### src/hw/rtl/l4cs_pkg.sv
// Shared constants, types and helper functions of the inner L4 checksum engine.
package l4cs_pkg;

    localparam int BYTE_W     = 8;
    localparam int HEADROOM_W = 8;
    localparam int POS_W      = 17;
    localparam int CNT_W      = POS_W + 1;
    localparam int WORD_W     = 16;
    localparam int ADDR_W     = 32;
    localparam int IHL_W      = 4;
    localparam int STATUS_W   = 3;

    localparam logic [WORD_W-1:0] ETYPE_IPV4 = 16'h0800;
    localparam logic [7:0]        PROTO_TCP  = 8'd6;
    localparam logic [7:0]        PROTO_UDP  = 8'd17;
    localparam logic [IHL_W-1:0]  IHL_MIN    = 4'd5;
    localparam logic [POS_W-1:0]  POS_MAX    = '1;

    // Byte offsets within the Ethernet and IPv4 headers
    localparam int ETYPE_OFF    = 12;
    localparam int ETH_HDR_LEN  = 14;
    localparam int IP_TLEN_OFF  = 2;
    localparam int IP_PROTO_OFF = 9;
    localparam int IP_SRC_OFF   = 12;
    localparam int IP_DST_OFF   = 16;
    localparam int IP_MIN_LEN   = 20;
    localparam int TCP_MIN_LEN  = 20;
    localparam int UDP_MIN_LEN  = 8;
    localparam int TCP_CSUM_OFF = 16;
    localparam int UDP_CSUM_OFF = 6;

    typedef enum logic [STATUS_W-1:0] {
        ST_OK       = 3'd0,
        ST_NOT_IPV4 = 3'd1,
        ST_NOT_L4   = 3'd2,
        ST_BAD_LEN  = 3'd3,
        ST_TRUNC    = 3'd4
    } t_status;

    // Frame state captured on the last byte, handed to the finishing stage
    typedef struct packed {
        logic [CNT_W-1:0]      count;
        logic [HEADROOM_W-1:0] headroom;
        logic [WORD_W-1:0]     ether_type;
        logic [IHL_W-1:0]      hdr_words;
        logic [IHL_W-1:0]      hdr_words_prev;
        logic [WORD_W-1:0]     total_len;
        logic [7:0]            proto;
        logic [ADDR_W-1:0]     src_addr;
        logic [ADDR_W-1:0]     dst_addr;
        logic [WORD_W-1:0]     sum;
        logic [BYTE_W-1:0]     hold;
    } t_snap;

    // Ones'-complement add of two 16-bit words with end-around carry
    function automatic logic [WORD_W-1:0] csum_add(input logic [WORD_W-1:0] a,
                                                   input logic [WORD_W-1:0] b);
        logic [WORD_W:0] s;
        s = {1'b0, a} + {1'b0, b};
        return s[WORD_W-1:0] + {{(WORD_W-1){1'b0}}, s[WORD_W]};
    endfunction

endpackage

### src/hw/rtl/l4cs_in_if.sv
// Frame byte channel: valid, ready and one frame byte with its last flag.
interface l4cs_in_if;
    import l4cs_pkg::*;

    logic              valid;
    logic              ready;
    logic [BYTE_W-1:0] frame_byte;
    logic              frame_last;

    modport source (output valid, output frame_byte, output frame_last, input ready);
    modport sink   (input valid, input frame_byte, input frame_last, output ready);
endinterface

### src/hw/rtl/l4cs_out_if.sv
// Result channel: valid, ready and the checksum, its field offset and a status.
interface l4cs_out_if;
    import l4cs_pkg::*;

    logic                valid;
    logic                ready;
    logic [WORD_W-1:0]   checksum_value;
    logic [WORD_W-1:0]   checksum_offset;
    logic [STATUS_W-1:0] result_status;

    modport source (output valid, output checksum_value, output checksum_offset,
                    output result_status, input ready);
    modport sink   (input valid, input checksum_value, input checksum_offset,
                    input result_status, output ready);
endinterface

### src/hw/rtl/l4cs_parse.sv
// Byte parser: input register, header field capture and running L4 sum.
module l4cs_parse (
    input  logic                          i_clk,
    input  logic                          i_rst_n,
    l4cs_in_if.sink                       i_frame,
    input  logic                          i_cfg_we,
    input  logic [l4cs_pkg::HEADROOM_W-1:0] i_cfg_wdata,
    output logic                          o_snap_valid,
    input  logic                          i_snap_ready,
    output l4cs_pkg::t_snap               o_snap
);
    import l4cs_pkg::*;

    logic [HEADROOM_W-1:0] r_headroom;
    logic                  r_a_valid;
    logic [BYTE_W-1:0]     r_a_byte;
    logic                  r_a_last;

    logic [POS_W-1:0]      r_pos;
    logic [WORD_W-1:0]     r_etype;
    logic [IHL_W-1:0]      r_hw;
    logic [WORD_W-1:0]     r_tl;
    logic [7:0]            r_proto;
    logic [ADDR_W-1:0]     r_src;
    logic [ADDR_W-1:0]     r_dst;
    logic [WORD_W-1:0]     r_sum;
    logic [BYTE_W-1:0]     r_hold;

    logic                  r_s_valid;
    t_snap                 r_snap;

    logic [WORD_W-1:0]     n_etype;
    logic [IHL_W-1:0]      n_hw;
    logic [WORD_W-1:0]     n_tl;
    logic [7:0]            n_proto;
    logic [ADDR_W-1:0]     n_src;
    logic [ADDR_W-1:0]     n_dst;
    logic [WORD_W-1:0]     n_sum;
    logic [BYTE_W-1:0]     n_hold;

    logic [POS_W-1:0]      hr;
    logic [POS_W-1:0]      ip0;
    logic [POS_W-1:0]      l4_start;
    logic [POS_W-1:0]      csum_pos;
    logic                  is_l4;
    logic                  sum_en;
    logic                  even_byte;
    logic [BYTE_W-1:0]     sum_byte;
    logic                  a_go;
    logic                  s_load;

    // A non-last byte always advances; a last byte needs room in the snapshot
    assign a_go          = r_a_valid && (!r_a_last || !r_s_valid || i_snap_ready);
    assign s_load        = a_go && r_a_last;
    assign i_frame.ready = !r_a_valid || a_go;
    assign o_snap_valid  = r_s_valid;
    assign o_snap        = r_snap;

    assign hr       = POS_W'(r_headroom);
    assign ip0      = hr + POS_W'(ETH_HDR_LEN);
    // The segment start uses the header length held before this byte
    assign l4_start = ip0 + POS_W'({r_hw, 2'b00});

    always_comb begin
        n_etype = r_etype;
        n_hw    = r_hw;
        n_tl    = r_tl;
        n_proto = r_proto;
        n_src   = r_src;
        n_dst   = r_dst;
        if (r_pos == hr + POS_W'(ETYPE_OFF) || r_pos == hr + POS_W'(ETYPE_OFF + 1)) begin
            n_etype = {r_etype[BYTE_W-1:0], r_a_byte};
        end
        if (r_pos == ip0) begin
            n_hw = r_a_byte[IHL_W-1:0];
        end
        if (r_pos == ip0 + POS_W'(IP_TLEN_OFF) || r_pos == ip0 + POS_W'(IP_TLEN_OFF + 1)) begin
            n_tl = {r_tl[BYTE_W-1:0], r_a_byte};
        end
        if (r_pos == ip0 + POS_W'(IP_PROTO_OFF)) begin
            n_proto = r_a_byte;
        end
        if (r_pos >= ip0 + POS_W'(IP_SRC_OFF) && r_pos < ip0 + POS_W'(IP_DST_OFF)) begin
            n_src = {r_src[ADDR_W-BYTE_W-1:0], r_a_byte};
        end
        if (r_pos >= ip0 + POS_W'(IP_DST_OFF) && r_pos < ip0 + POS_W'(IP_MIN_LEN)) begin
            n_dst = {r_dst[ADDR_W-BYTE_W-1:0], r_a_byte};
        end
    end

    assign is_l4    = (n_proto == PROTO_TCP) || (n_proto == PROTO_UDP);
    assign csum_pos = l4_start + ((n_proto == PROTO_TCP) ? POS_W'(TCP_CSUM_OFF)
                                                         : POS_W'(UDP_CSUM_OFF));
    assign sum_en   = (n_etype == ETYPE_IPV4) && (n_hw >= IHL_MIN) &&
                      (r_pos >= l4_start) && (r_pos < ip0 + POS_W'(n_tl));
    assign even_byte = (r_pos[0] ^ l4_start[0]) == 1'b0;
    // Read the checksum field itself as zero
    assign sum_byte = (is_l4 && (r_pos == csum_pos || r_pos == csum_pos + POS_W'(1)))
                      ? '0 : r_a_byte;

    always_comb begin
        n_hold = r_hold;
        n_sum  = r_sum;
        if (sum_en && even_byte) begin
            n_hold = sum_byte;
        end
        if (sum_en && !even_byte) begin
            n_sum = csum_add(r_sum, {r_hold, sum_byte});
        end
    end

    always_ff @(posedge i_clk) begin
        if (!i_rst_n) begin
            r_headroom <= '0;
        end else if (i_cfg_we) begin
            r_headroom <= i_cfg_wdata;
        end
    end

    always_ff @(posedge i_clk) begin
        if (!i_rst_n) begin
            r_a_valid <= 1'b0;
        end else if (i_frame.ready) begin
            r_a_valid <= i_frame.valid;
        end
    end

    always_ff @(posedge i_clk) begin
        if (i_frame.ready && i_frame.valid) begin
            r_a_byte <= i_frame.frame_byte;
            r_a_last <= i_frame.frame_last;
        end
    end

    always_ff @(posedge i_clk) begin
        if (!i_rst_n || s_load) begin
            r_pos   <= '0;
            r_etype <= '0;
            r_hw    <= '0;
            r_tl    <= '0;
            r_proto <= '0;
            r_src   <= '0;
            r_dst   <= '0;
            r_sum   <= '0;
            r_hold  <= '0;
        end else if (a_go) begin
            if (r_pos != POS_MAX) begin
                r_pos <= r_pos + POS_W'(1);
            end
            r_etype <= n_etype;
            r_hw    <= n_hw;
            r_tl    <= n_tl;
            r_proto <= n_proto;
            r_src   <= n_src;
            r_dst   <= n_dst;
            r_sum   <= n_sum;
            r_hold  <= n_hold;
        end
    end

    always_ff @(posedge i_clk) begin
        if (!i_rst_n) begin
            r_s_valid <= 1'b0;
        end else if (s_load) begin
            r_s_valid <= 1'b1;
        end else if (i_snap_ready) begin
            r_s_valid <= 1'b0;
        end
    end

    always_ff @(posedge i_clk) begin
        if (s_load) begin
            r_snap.count          <= CNT_W'(r_pos) + CNT_W'(1);
            r_snap.headroom       <= r_headroom;
            r_snap.ether_type     <= n_etype;
            r_snap.hdr_words      <= n_hw;
            r_snap.hdr_words_prev <= r_hw;
            r_snap.total_len      <= n_tl;
            r_snap.proto          <= n_proto;
            r_snap.src_addr       <= n_src;
            r_snap.dst_addr       <= n_dst;
            r_snap.sum            <= n_sum;
            r_snap.hold           <= n_hold;
        end
    end

    a_pos_clear: assert property (@(posedge i_clk) disable iff (!i_rst_n)
        s_load |=> r_pos == '0)
        else $error("byte position not cleared after last byte");

    a_pos_step: assert property (@(posedge i_clk) disable iff (!i_rst_n)
        a_go && !r_a_last && r_pos != POS_MAX |=> r_pos == $past(r_pos) + POS_W'(1))
        else $error("byte position did not advance");

    a_snap_hold: assert property (@(posedge i_clk) disable iff (!i_rst_n)
        r_s_valid && !i_snap_ready |-> !s_load)
        else $error("snapshot overwritten while pending");

endmodule

### src/hw/rtl/l4cs_final.sv
// Finishing stage: status checks, pseudo-header fold and output register.
module l4cs_final (
    input  logic            i_clk,
    input  logic            i_rst_n,
    input  logic            i_snap_valid,
    output logic            o_snap_ready,
    input  l4cs_pkg::t_snap i_snap,
    l4cs_out_if.source      o_result
);
    import l4cs_pkg::*;

    logic                r_o_valid;
    logic [WORD_W-1:0]   r_o_value;
    logic [WORD_W-1:0]   r_o_offset;
    t_status             r_o_status;

    logic [CNT_W-1:0]    ip0;
    logic [WORD_W:0]     hlen_prev;
    logic [WORD_W:0]     l4_min;
    logic                is_tcp;
    logic                is_udp;
    t_status             status;
    logic [WORD_W-1:0]   seg_len;
    logic [WORD_W-1:0]   sum_pad;
    logic [WORD_W+2:0]   total;
    logic [WORD_W:0]     fold1;
    logic [WORD_W-1:0]   fold2;
    logic [WORD_W-1:0]   csum;
    logic [WORD_W-1:0]   offset;
    logic                take;

    assign o_snap_ready = !r_o_valid || o_result.ready;
    assign take         = i_snap_valid && o_snap_ready;

    assign ip0       = CNT_W'(i_snap.headroom) + CNT_W'(ETH_HDR_LEN);
    assign hlen_prev = (WORD_W+1)'({i_snap.hdr_words_prev, 2'b00});
    assign is_tcp    = i_snap.proto == PROTO_TCP;
    assign is_udp    = i_snap.proto == PROTO_UDP;
    assign l4_min    = hlen_prev + (is_tcp ? (WORD_W+1)'(TCP_MIN_LEN)
                                           : (WORD_W+1)'(UDP_MIN_LEN));

    // Checks in order of precedence
    always_comb begin
        if (i_snap.count < ip0) begin
            status = ST_TRUNC;
        end else if (i_snap.ether_type != ETYPE_IPV4) begin
            status = ST_NOT_IPV4;
        end else if (i_snap.count < ip0 + CNT_W'(IP_PROTO_OFF + 1)) begin
            status = ST_TRUNC;
        end else if (!is_tcp && !is_udp) begin
            status = ST_NOT_L4;
        end else if (i_snap.count < ip0 + CNT_W'(IP_MIN_LEN)) begin
            status = ST_TRUNC;
        end else if (i_snap.hdr_words < IHL_MIN ||
                     (WORD_W+1)'(i_snap.total_len) < l4_min) begin
            status = ST_BAD_LEN;
        end else if (i_snap.count < ip0 + CNT_W'(i_snap.total_len)) begin
            status = ST_TRUNC;
        end else begin
            status = ST_OK;
        end
    end

    assign seg_len = i_snap.total_len - hlen_prev[WORD_W-1:0];
    // Pad an odd final byte with a zero low byte
    assign sum_pad = seg_len[0] ? csum_add(i_snap.sum, {i_snap.hold, {BYTE_W{1'b0}}})
                                : i_snap.sum;
    assign total   = (WORD_W+3)'(sum_pad)
                   + (WORD_W+3)'(i_snap.src_addr[ADDR_W-1:WORD_W])
                   + (WORD_W+3)'(i_snap.src_addr[WORD_W-1:0])
                   + (WORD_W+3)'(i_snap.dst_addr[ADDR_W-1:WORD_W])
                   + (WORD_W+3)'(i_snap.dst_addr[WORD_W-1:0])
                   + (WORD_W+3)'(i_snap.proto)
                   + (WORD_W+3)'(seg_len);
    assign fold1   = (WORD_W+1)'(total[WORD_W-1:0]) + (WORD_W+1)'(total[WORD_W+2:WORD_W]);
    assign fold2   = fold1[WORD_W-1:0] + WORD_W'(fold1[WORD_W]);
    // UDP sends a computed zero as all ones
    assign csum    = (is_udp && fold2 == '1) ? '1 : ~fold2;
    assign offset  = WORD_W'(ip0) + hlen_prev[WORD_W-1:0]
                   + (is_tcp ? WORD_W'(TCP_CSUM_OFF) : WORD_W'(UDP_CSUM_OFF));

    always_ff @(posedge i_clk) begin
        if (!i_rst_n) begin
            r_o_valid <= 1'b0;
        end else if (o_snap_ready) begin
            r_o_valid <= i_snap_valid;
        end
    end

    always_ff @(posedge i_clk) begin
        if (take) begin
            r_o_status <= status;
            r_o_value  <= (status == ST_OK) ? csum : '0;
            r_o_offset <= (status == ST_OK) ? offset : '0;
        end
    end

    assign o_result.valid           = r_o_valid;
    assign o_result.checksum_value  = r_o_value;
    assign o_result.checksum_offset = r_o_offset;
    assign o_result.result_status   = r_o_status;

    a_err_zero: assert property (@(posedge i_clk) disable iff (!i_rst_n)
        r_o_valid && r_o_status != ST_OK |-> r_o_value == '0 && r_o_offset == '0)
        else $error("error result carries nonzero fields");

    a_take_shows: assert property (@(posedge i_clk) disable iff (!i_rst_n)
        take |=> r_o_valid)
        else $error("accepted snapshot did not reach output");

    a_udp_nonzero: assert property (@(posedge i_clk) disable iff (!i_rst_n)
        take && status == ST_OK && is_udp |=> r_o_value != '0)
        else $error("UDP checksum sent as zero");

endmodule

### src/hw/rtl/inner_l4_checksum_engine.sv
// Top level of the inner L4 checksum engine: parser and finishing stage.
//
//  channel   dir  handshake      payload
//  i_frame   in   valid/ready    frame_byte[7:0], frame_last
//  o_result  out  valid/ready    checksum_value[15:0], checksum_offset[15:0],
//                                result_status[2:0]
//  i_cfg     in   i_cfg_we       i_cfg_wdata[7:0] (headroom_bytes)
//
// One frame byte per cycle unless a last byte waits for the snapshot; each pair of
// segment bytes needs a single ones'-complement add. A frame's result passes the
// input register, frame snapshot and output register. Other bytes give no result.
// Reset clears the headroom to 0 and all frame state; no clearing pass.
// A stalled output holds the result and the snapshot behind it; non-last bytes
// keep flowing until a second last byte finds the snapshot occupied.
module inner_l4_checksum_engine (
    input  logic                            i_clk,
    input  logic                            i_rst_n,
    l4cs_in_if.sink                         i_frame,
    l4cs_out_if.source                      o_result,
    input  logic                            i_cfg_we,
    input  logic [l4cs_pkg::HEADROOM_W-1:0] i_cfg_wdata
);
    import l4cs_pkg::*;

    logic  snap_valid;
    logic  snap_ready;
    t_snap snap;

    l4cs_parse u_parse (
        .i_clk        (i_clk),
        .i_rst_n      (i_rst_n),
        .i_frame      (i_frame),
        .i_cfg_we     (i_cfg_we),
        .i_cfg_wdata  (i_cfg_wdata),
        .o_snap_valid (snap_valid),
        .i_snap_ready (snap_ready),
        .o_snap       (snap)
    );

    l4cs_final u_final (
        .i_clk        (i_clk),
        .i_rst_n      (i_rst_n),
        .i_snap_valid (snap_valid),
        .o_snap_ready (snap_ready),
        .i_snap       (snap),
        .o_result     (o_result)
    );

endmodule
### src/flat_wrapper.sv
// flat-port wrapper written by rule: the top's interface ports become plain ports
module inner_l4_checksum_engine_flat import l4cs_pkg::*;
  (i_clk, i_rst_n, i_cfg_we, i_cfg_wdata, i_frame_valid, i_frame_frame_byte, i_frame_frame_last, i_frame_ready, o_result_valid, o_result_checksum_value, o_result_checksum_offset, o_result_result_status, o_result_ready);
  l4cs_in_if i_frame_i ();
  l4cs_out_if o_result_i ();
  input  logic i_clk;
  input  logic i_rst_n;
  input  logic i_cfg_we;
  input  logic [l4cs_pkg::HEADROOM_W-1:0] i_cfg_wdata;
  input wire logic [$bits(i_frame_i.valid)-1:0] i_frame_valid;
  input wire logic [$bits(i_frame_i.frame_byte)-1:0] i_frame_frame_byte;
  input wire logic [$bits(i_frame_i.frame_last)-1:0] i_frame_frame_last;
  output wire logic [$bits(i_frame_i.ready)-1:0] i_frame_ready;
  output wire logic [$bits(o_result_i.valid)-1:0] o_result_valid;
  output wire logic [$bits(o_result_i.checksum_value)-1:0] o_result_checksum_value;
  output wire logic [$bits(o_result_i.checksum_offset)-1:0] o_result_checksum_offset;
  output wire logic [$bits(o_result_i.result_status)-1:0] o_result_result_status;
  input wire logic [$bits(o_result_i.ready)-1:0] o_result_ready;
  assign i_frame_i.valid = i_frame_valid;
  assign i_frame_i.frame_byte = i_frame_frame_byte;
  assign i_frame_i.frame_last = i_frame_frame_last;
  assign i_frame_ready = i_frame_i.ready;
  assign o_result_valid = o_result_i.valid;
  assign o_result_checksum_value = o_result_i.checksum_value;
  assign o_result_checksum_offset = o_result_i.checksum_offset;
  assign o_result_result_status = o_result_i.result_status;
  assign o_result_i.ready = o_result_ready;
  inner_l4_checksum_engine u_core (.i_clk(i_clk), .i_rst_n(i_rst_n), .i_frame(i_frame_i), .o_result(o_result_i), .i_cfg_we(i_cfg_we), .i_cfg_wdata(i_cfg_wdata));
endmodule
### config.mk
export PLATFORM = sky130hd
export DESIGN_NAME = inner_l4_checksum_engine_flat
export DESIGN_NICKNAME = d
export VERILOG_FILES = /design/src/hw/rtl/l4cs_pkg.sv /design/src/hw/rtl/l4cs_in_if.sv /design/src/hw/rtl/l4cs_out_if.sv /design/src/hw/rtl/l4cs_parse.sv /design/src/hw/rtl/l4cs_final.sv /design/src/hw/rtl/inner_l4_checksum_engine.sv /design/src/flat_wrapper.sv
export SDC_FILE = /design/constraint.sdc
export NUM_CORES = 1
export LEC_CHECK = 0
export BUFFER_PORTS_ARGS = -buffer_cell sky130_fd_sc_hd__buf_2
export CAP_MARGIN = 10
export CORE_MARGIN = 2
export CORE_UTILIZATION = 64
export CTS_CLUSTER_DIAMETER = 60
export DETAILED_ROUTE_END_ITERATION = 7
export PLACE_DENSITY = 0.81
export SLEW_MARGIN = 20
export SYNTH_ARGS = -nofsm -noshare
export SYNTH_HDL_FRONTEND = slang
export SYNTH_SLANG_ARGS = --single-unit
### constraint.sdc
create_clock -name i_clk -period 11.95 [get_ports i_clk]
set_clock_uncertainty 0.1 [all_clocks]
set_input_delay 1.7925 -clock i_clk [delete_from_list [all_inputs] [get_ports i_clk]]
set_output_delay 1.7925 -clock i_clk [all_outputs]
set_load 0.02 [all_outputs]
==> qor.yml, run 1 <==
leakage_nw: 11.54
final_common_cell: "ha_1"
drc: 0
final.period_utilization_pct: 94.17
synth_xor_area_share_pct: 8.044
synth_seq_cells: 360
num_rows: 73
synthFlopType: "edfxtp_1"
drtIter0Drc: 1651
cts_tree: "yes"
cts-root-buf: "clkbuf_16"
multiInputGateArea_sq_mm: 0.01538
clk-insertion-delay-late_ns: 0.57
cp_common_cell: "ha_1"
synth_top_family_by_area: "adder cells"
cap_violations: 0
diodes: 0
vias: 19616
drive_above_1_share_pct: 12.67
grt.total_usage_pct: 31.59
power_density_mw_per_mm2: 171.3
die-area_sq_mm: 0.04142
die_h_um: 203.5
htree_num_levels: 2
synthDistinctLibCells: 100
critPathMaxFanout: 14
rsz0062_at_grt: "false"
crit_slowest_cell: "or4b_4"
slew_viol_final: 0
antenna_left: 0
coreArea_sq_mm: 0.03955
grt_pass1_wl_um: 102700
synth_edf_count: 200
place.gp.congestion: 0.9283
cts_sinks: 360
synth_top_area_share_pct: 23.57
critical-path-max-stage-delay_ns: 0.63
arrival_ns: 11.56
dp.cells: 3045
yosys_warnings: 0
synth_cells: 2530
max_freq_mhz: 88.87
avgRoutedWirePerCell_um: 20.92
dp_hpwl_um: 48470
start_util_pct: 64.42
setup_ws_ns: 0.6971
synth_fa_ha_area_share_pct: 17.05
syn_to_final_growth_pct: 8.716
async_flop_share_pct: 0
slew_headroom_pct: 32.21
overflow: 0
synth_compound_area_share_pct: 12.05
cts_hold_buf: 0
setup_viol_count_final: 0
final_nets: 2885
grt_pass1_vias: 19092
muxShareOfSynthArea_pct: 8.044
syn-cell-area_sq_mm: 0.02548
register_area_sq_mm: 0.009209
fin_crit_ns: 11.25
antenna_found_initial: 0
final-instance-count-excl-fill: 3122
n_fill_cell: 2869
postSynthAreaPerCell_sq_um: 10.07
clk_pin_slew_ns: 0.06
final_cell_mix: "ha_1, nor2_1, edfxtp_1, nand2_1, dfxtp_1"
dp_worst_setup_slack_ns: 0.6512
status: "finished clean"
wl_um: 65300
die_w_um: 203.5
cp_data_required_time_ns: 12.26
fin_tns_setup_ns: 0
ir_drop_uv: 124.0
synth_area_leaders: "edfxtp_1, dfxtp_1, ha_1, fa_1, mux2_2"
io-pin-count: 59
path_class: "reg2reg"
synth_simple_gate_area_share_pct: 14.79
end_kind: "flop"
drtPass1Iterations: 6
port_buffers: 52
worstSetupStartpointType: "flop"
avgViaCountPerCell: 6.283
numCtsBuffers: 40
worstMarginPinSlew_ns: 1.013
ys_seq_area_share_pct: 36.14
hold_viol_final: 0
cts_max_path_buffers: 3
yosysTopAreaCell: "edfxtp_1"
hold_class: "reg2reg"
grt_start_max_net_pins: 88
-- critical path, delay by kind of cell, from the launching register on --
kind	cells	cell delay (ns)
adders and majority gates	12	4.23
buffers and inverters	1	0.05
xor gates and xnor gates	2	0.40
AOI/OAI and AO/OA	16	3.18
DFF	1	0.40
and+or+nand+nor	15	2.74
-- cell families after synthesis --
kind of cell | Yosys count
simple gates | 763
compound gates | 456
flops | 360
fa+ha+maj | 298
buf+inv | 234
xor+xnor | 226
mux | 191
other cells | 2
-- through the flow --
step	instance area (sq um)	hold slack, ns	util (%)	total power, mW
5_1_grt	27700	0.3743	70.04	4.990
6_report	27700	0.3576	70.04	4.745
3_3_place_gp	26210	0.3397	66.27	3.350
2_1_floorplan	25520	0.3029	-	2.899
4_1_cts	27660	0.3560	69.93	4.675
3_5_place_dp	26210	0.3449	66.27	3.361
-- worst paths after layout --
check                             from                                   endpoint  slack [ns]  cells past startpoint
max          u_core.u_parse.o_snap[16]  u_core.u_final.o_result.checksum_value[0]        0.70                     46
min           u_core.u_parse.r_dst[27]                   u_core.u_parse.r_dst[27]        0.36                      2
max reg2reg  u_core.u_parse.o_snap[16]  u_core.u_final.o_result.checksum_value[0]        0.70                     46
min reg2reg   u_core.u_parse.r_dst[27]                   u_core.u_parse.r_dst[27]        0.36                      2
-- layout make-up --
cell class,count,share of cell area [%]
timing repair buffer,84,1.807
sequential,360,33.24
tap,525,2.371
clock buffer,51,4.065
clock inverter,23,1.152
inverter,133,1.820
multi-input combinational,1946,55.54
-- where the power goes --
part,switching (mW),internal [mW],total [mW]
registers,0.0441,1.34,1.38
clock network,0.538,0.773,1.31
logic,1.26,0.786,2.05
total,1.85,2.90,4.74
-- state kept, by name, summed over array words and instances (netlist names), 10 cells and up --
name	count
u_core.u_parse.o_snap	162
u_core.u_parse.r_dst	32
u_core.u_parse.r_src	32
u_core.u_parse.r_pos	17
u_core.u_final.o_result.checksum_value	16
u_core.u_parse.r_etype	16
u_core.u_parse.r_sum	16
u_core.u_parse.r_tl	16
u_core.u_final.o_result.checksum_offset	10
-- cells in the mapped netlist, types with 13 or more instances --
cell / count
nor3_1: 56
and2_1: 18
buf_2: 19
fa_1: 82
o211ai_1: 13
ha_1: 216
nor4_1: 26
a31oi_1: 15
a21oi_1: 112
dfxtp_1: 160
and3_1: 36
nand2_1: 200
nand2b_1: 22
xnor2_1: 112
o21a_1: 27
xor2_1: 107
mux2_2: 110
o21ai_0: 102
mux2i_1: 81
nand4_1: 31
clkbuf_1: 55
nor2_1: 210
nand3_1: 55
a21o_1: 38
inv_1: 131
nor2b_1: 32
or3_1: 13
a211oi_1: 21
edfxtp_1: 200
-- metal layers --
| layer | wire length, um | global-route usage, % |
|---|---|---|
| met1 | 27810 | 42.75 |
| met2 | 30440 | 52.12 |
| met5 | 0 | 0 |
| met3 | 4866 | 4.842 |
| met4 | 2188 | 10.58 |
-- what timing repair did --
item,in CTS,in global routing
gates resized for setup,0,2
endpoints found under the setup margin,0,14
setup buffers,0,3
Power figures use the tool's default switching activity.
==> inputs of run 2 (changes only) <==
--- a/config.mk
+++ b/config.mk
@@ -8,11 +8,11 @@
 export BUFFER_PORTS_ARGS = -buffer_cell sky130_fd_sc_hd__buf_2
 export CAP_MARGIN = 10
 export CORE_MARGIN = 2
-export CORE_UTILIZATION = 64
+export CORE_UTILIZATION = 47
 export CTS_CLUSTER_DIAMETER = 60
 export DETAILED_ROUTE_END_ITERATION = 7
-export PLACE_DENSITY = 0.81
 export SLEW_MARGIN = 20
 export SYNTH_ARGS = -nofsm -noshare
 export SYNTH_HDL_FRONTEND = slang
+export SYNTH_HIERARCHICAL = 1
 export SYNTH_SLANG_ARGS = --single-unit
==> constraint.sdc (replaced) <==
create_clock -name i_clk -period 12.75 [get_ports i_clk]
set_clock_uncertainty 0.1 [all_clocks]
set_input_delay 1.9125 -clock i_clk [delete_from_list [all_inputs] [get_ports i_clk]]
set_output_delay 1.9125 -clock i_clk [all_outputs]
set_load 0.02 [all_outputs]
==> run 2 against run 1 <==
Total power fell by 12%. First-iteration DRC count fell by 5.3%. Via count rose by 4.5%. Global-route usage fell by 6.6 points. Count of clock-buffer cells in the layout fell by 3. Sequential power fell by 8%. Register-to-register slack improved by 0.27 ns. Highest routed layer unchanged.
==> qor.yml, run 2 <==
numCtsBuffers: 43
die_h_um: 243.6
yosysMostFrequentCell: "ha_1"
vias: 20496
rr_startpoint: "u_core/u_parse/o_snap[16]"
swShare_pct: 37.48
dp_hpwl_um: 54960
final.period_utilization_pct: 92.41
drtPass1Iterations: 6
p_clk_share_pct: 30.2
wl_um: 74400
crit_start: "u_core/u_parse/o_snap[16]"
min-delay-start: "u_core/u_parse/r_dst[28]"
ir_drop_uv: 124.0
synthFlopType: "edfxtp_1"
synth_area_leaders: "edfxtp_1, dfxtp_1, ha_1, fa_1, mux2_2"
combPwrFrac_pct: 39.6
crit_slowest_cell: "or4_1"
cp-endpoint: "u_core/u_final/o_result.checksum_value[1]"
rsz0062_at_grt: "false"
drtIter0Drc: 1563
synth_common_cells: "ha_1, inv_1, edfxtp_1, nand2_1, nor2_1"
setup_viol_count_final: 0
power_density_mw_per_mm2: 142.6
io-pin-count: 59
rr_endpoint: "u_core/u_final/o_result.checksum_value[1]"
ctsResizeCount: 0
ys_seq_area_share_pct: 34.14
drc: 0
rrSetupSlack_ns: 0.97
status: "finished clean"
max_freq_mhz: 84.88
n_fill_cell: 5133
cap_violations: 0
slew_viol_final: 0
critical-path-max-stage-delay_ns: 0.63
p_seq_share_pct: 30.2
worstSetupStartpointType: "flop"
cts_max_path_buffers: 3
yosysTopAreaCell: "edfxtp_1"
avgViaCountPerCell: 5.795
grt_pass1_wl_um: 116600
antenna_left: 0
internal_power_mw: 2.621
num_rows: 87
hold_class: "reg2reg"
diodes: 0
cts-root-buf: "clkbuf_16"
port_buffers: 52
hold_viol_final: 0
fin_tns_setup_ns: 0
r2r.worst_path.cells: 47
slew_headroom_pct: 24.66
overflow: 0
synthDistinctLibCells: 120
cp_data_required_time_ns: 13.05
drive_above_1_share_pct: 13.20
htree_num_levels: 2
synth_seq_cells: 360
grt_pass1_vias: 20178
start_util_pct: 47.66
cp_common_cell: "ha_1"
hold_depth: 2
critPathMaxFanout: 15
final_cell_mix: "ha_1, inv_1, edfxtp_1, nand2_1, nor2_1"
grt_start_max_net_pins: 89
largest_register_ffs: 162
cts_tree: "yes"
syn-cell-area_sq_mm: 0.02698
multiInputGateArea_sq_mm: 0.01645
fin_crit_ns: 11.78
grt.total_usage_pct: 24.98
clk-insertion-delay-late_ns: 0.59
cts_sinks: 360
syn_to_final_growth_pct: 9.017
register_area_sq_mm: 0.009209
cts_hold_buf: 0
path_class: "reg2reg"
async_flop_share_pct: 0
postLayoutCoreUtil_pct: 51.95
place.gp.congestion: 0.9063
final_common_cell: "ha_1"
avgRoutedWirePerCell_um: 21.04
final_nets: 3067
antenna_found_initial: 0
yosys_warnings: 6
arrival_ns: 12.08
clk_pin_slew_ns: 0.06
worstMarginPinSlew_ns: 1.126
synth_edf_count: 200
leakage_nw: 12.13
coreArea_sq_mm: 0.05660
die-area_sq_mm: 0.05933
postSynthAreaPerCell_sq_um: 9.860
synth_top_area_share_pct: 22.26
end_kind: "flop"
power_switching_mw: 1.572
cts_setup_buffers: 0
die_w_um: 243.6
synth_cells: 2736
run 2: worst max-delay path, delay by kind of cell (launching register included):
kind	cells	cell delay, ns
adders and majority gates	11	3.76
AOI/OAI and AO/OA	17	3.50
xor gates and xnor gates	2	0.34
buffers and inverters	5	0.29
and+or+nand+nor	12	3.27
DFF	1	0.35
run 2: metrics by stage:
| stage | power (mW) | cell area (sq um) | cells | hold slack [ns] | setup WS, ns |
|---|---|---|---|---|---|
| 6_report | 4.193 | 29410 | 3537 | 0.3559 | 0.9682 |
| 5_1_grt | 4.433 | 29410 | 3537 | 0.3880 | 0.1685 |
| 4_1_cts | 4.221 | 29400 | 3537 | 0.3597 | 1.012 |
| 3_5_place_dp | 2.937 | 27940 | 3458 | 0.3457 | 1.040 |
| 3_3_place_gp | 2.938 | 27940 | 3458 | 0.3397 | 1.227 |
| 2_1_floorplan | 2.546 | 27010 | 2745 | 0.3029 | 2.425 |
run 2: cells by family (layout without fill, tap and decap cells):
family	count (synthesis)	after routing	synth area share, %
simple gates	763	763	14.55
compound gates	549	549	14.27
flops	360	360	34.14
buf+inv	345	381	5.246
fa+ha+maj	299	299	16.14
xor+xnor	221	221	7.709
mux	196	196	7.908
other cells	3	12	0.04174
run 2: metal layers:
| metal | part of all wire [%] | wire [um] | global-route usage, % | vias to the layer above |
|---|---|---|---|---|
| met4 | 2.1 | 1557 | 6.062 | 0 |
| met2 | 46 | 34430 | 40.68 | 523 |
| li1 | - | - | - | 9840 |
| met5 | 0 | 0 | 0 | - |
| met1 | 47 | 34740 | 35.34 | 10046 |
| met3 | 4.9 | 3675 | 3.084 | 87 |
run 2: how the worst min path moves through the flow:
stage	slack, ns	to
after floorplan	0.30	u_core/u_parse/o_snap[139]
after global placement	0.34	u_core/u_parse/r_dst[26]
after detailed placement	0.35	u_core/u_parse/r_dst[28]
after CTS	0.36	u_core/u_parse/r_dst[28]
after global routing	0.39	u_core/u_parse/r_dst[30]
final	0.36	u_core/u_parse/r_dst[28]
run 2: power by group through the flow:
stage / logic, mW / clock network, mW / registers, mW
after floorplan: 1.26 / 0 / 1.29
after global placement: 1.65 / 0 / 1.29
after detailed placement: 1.64 / 0 / 1.29
after CTS: 1.66 / 1.30 / 1.27
after global routing: 1.82 / 1.34 / 1.27
final: 1.66 / 1.27 / 1.27
run 2: layout make-up:
| type | count | area share (%) |
|---|---|---|
| Sequential cell | 360 | 31.31 |
| Multi-Input combinational cell | 2040 | 55.95 |
| Inverter | 213 | 2.719 |
| Timing Repair Buffer | 89 | 1.829 |
| Clock inverter | 31 | 1.179 |
| Tap cell | 756 | 3.216 |
| Clock buffer | 48 | 3.795 |
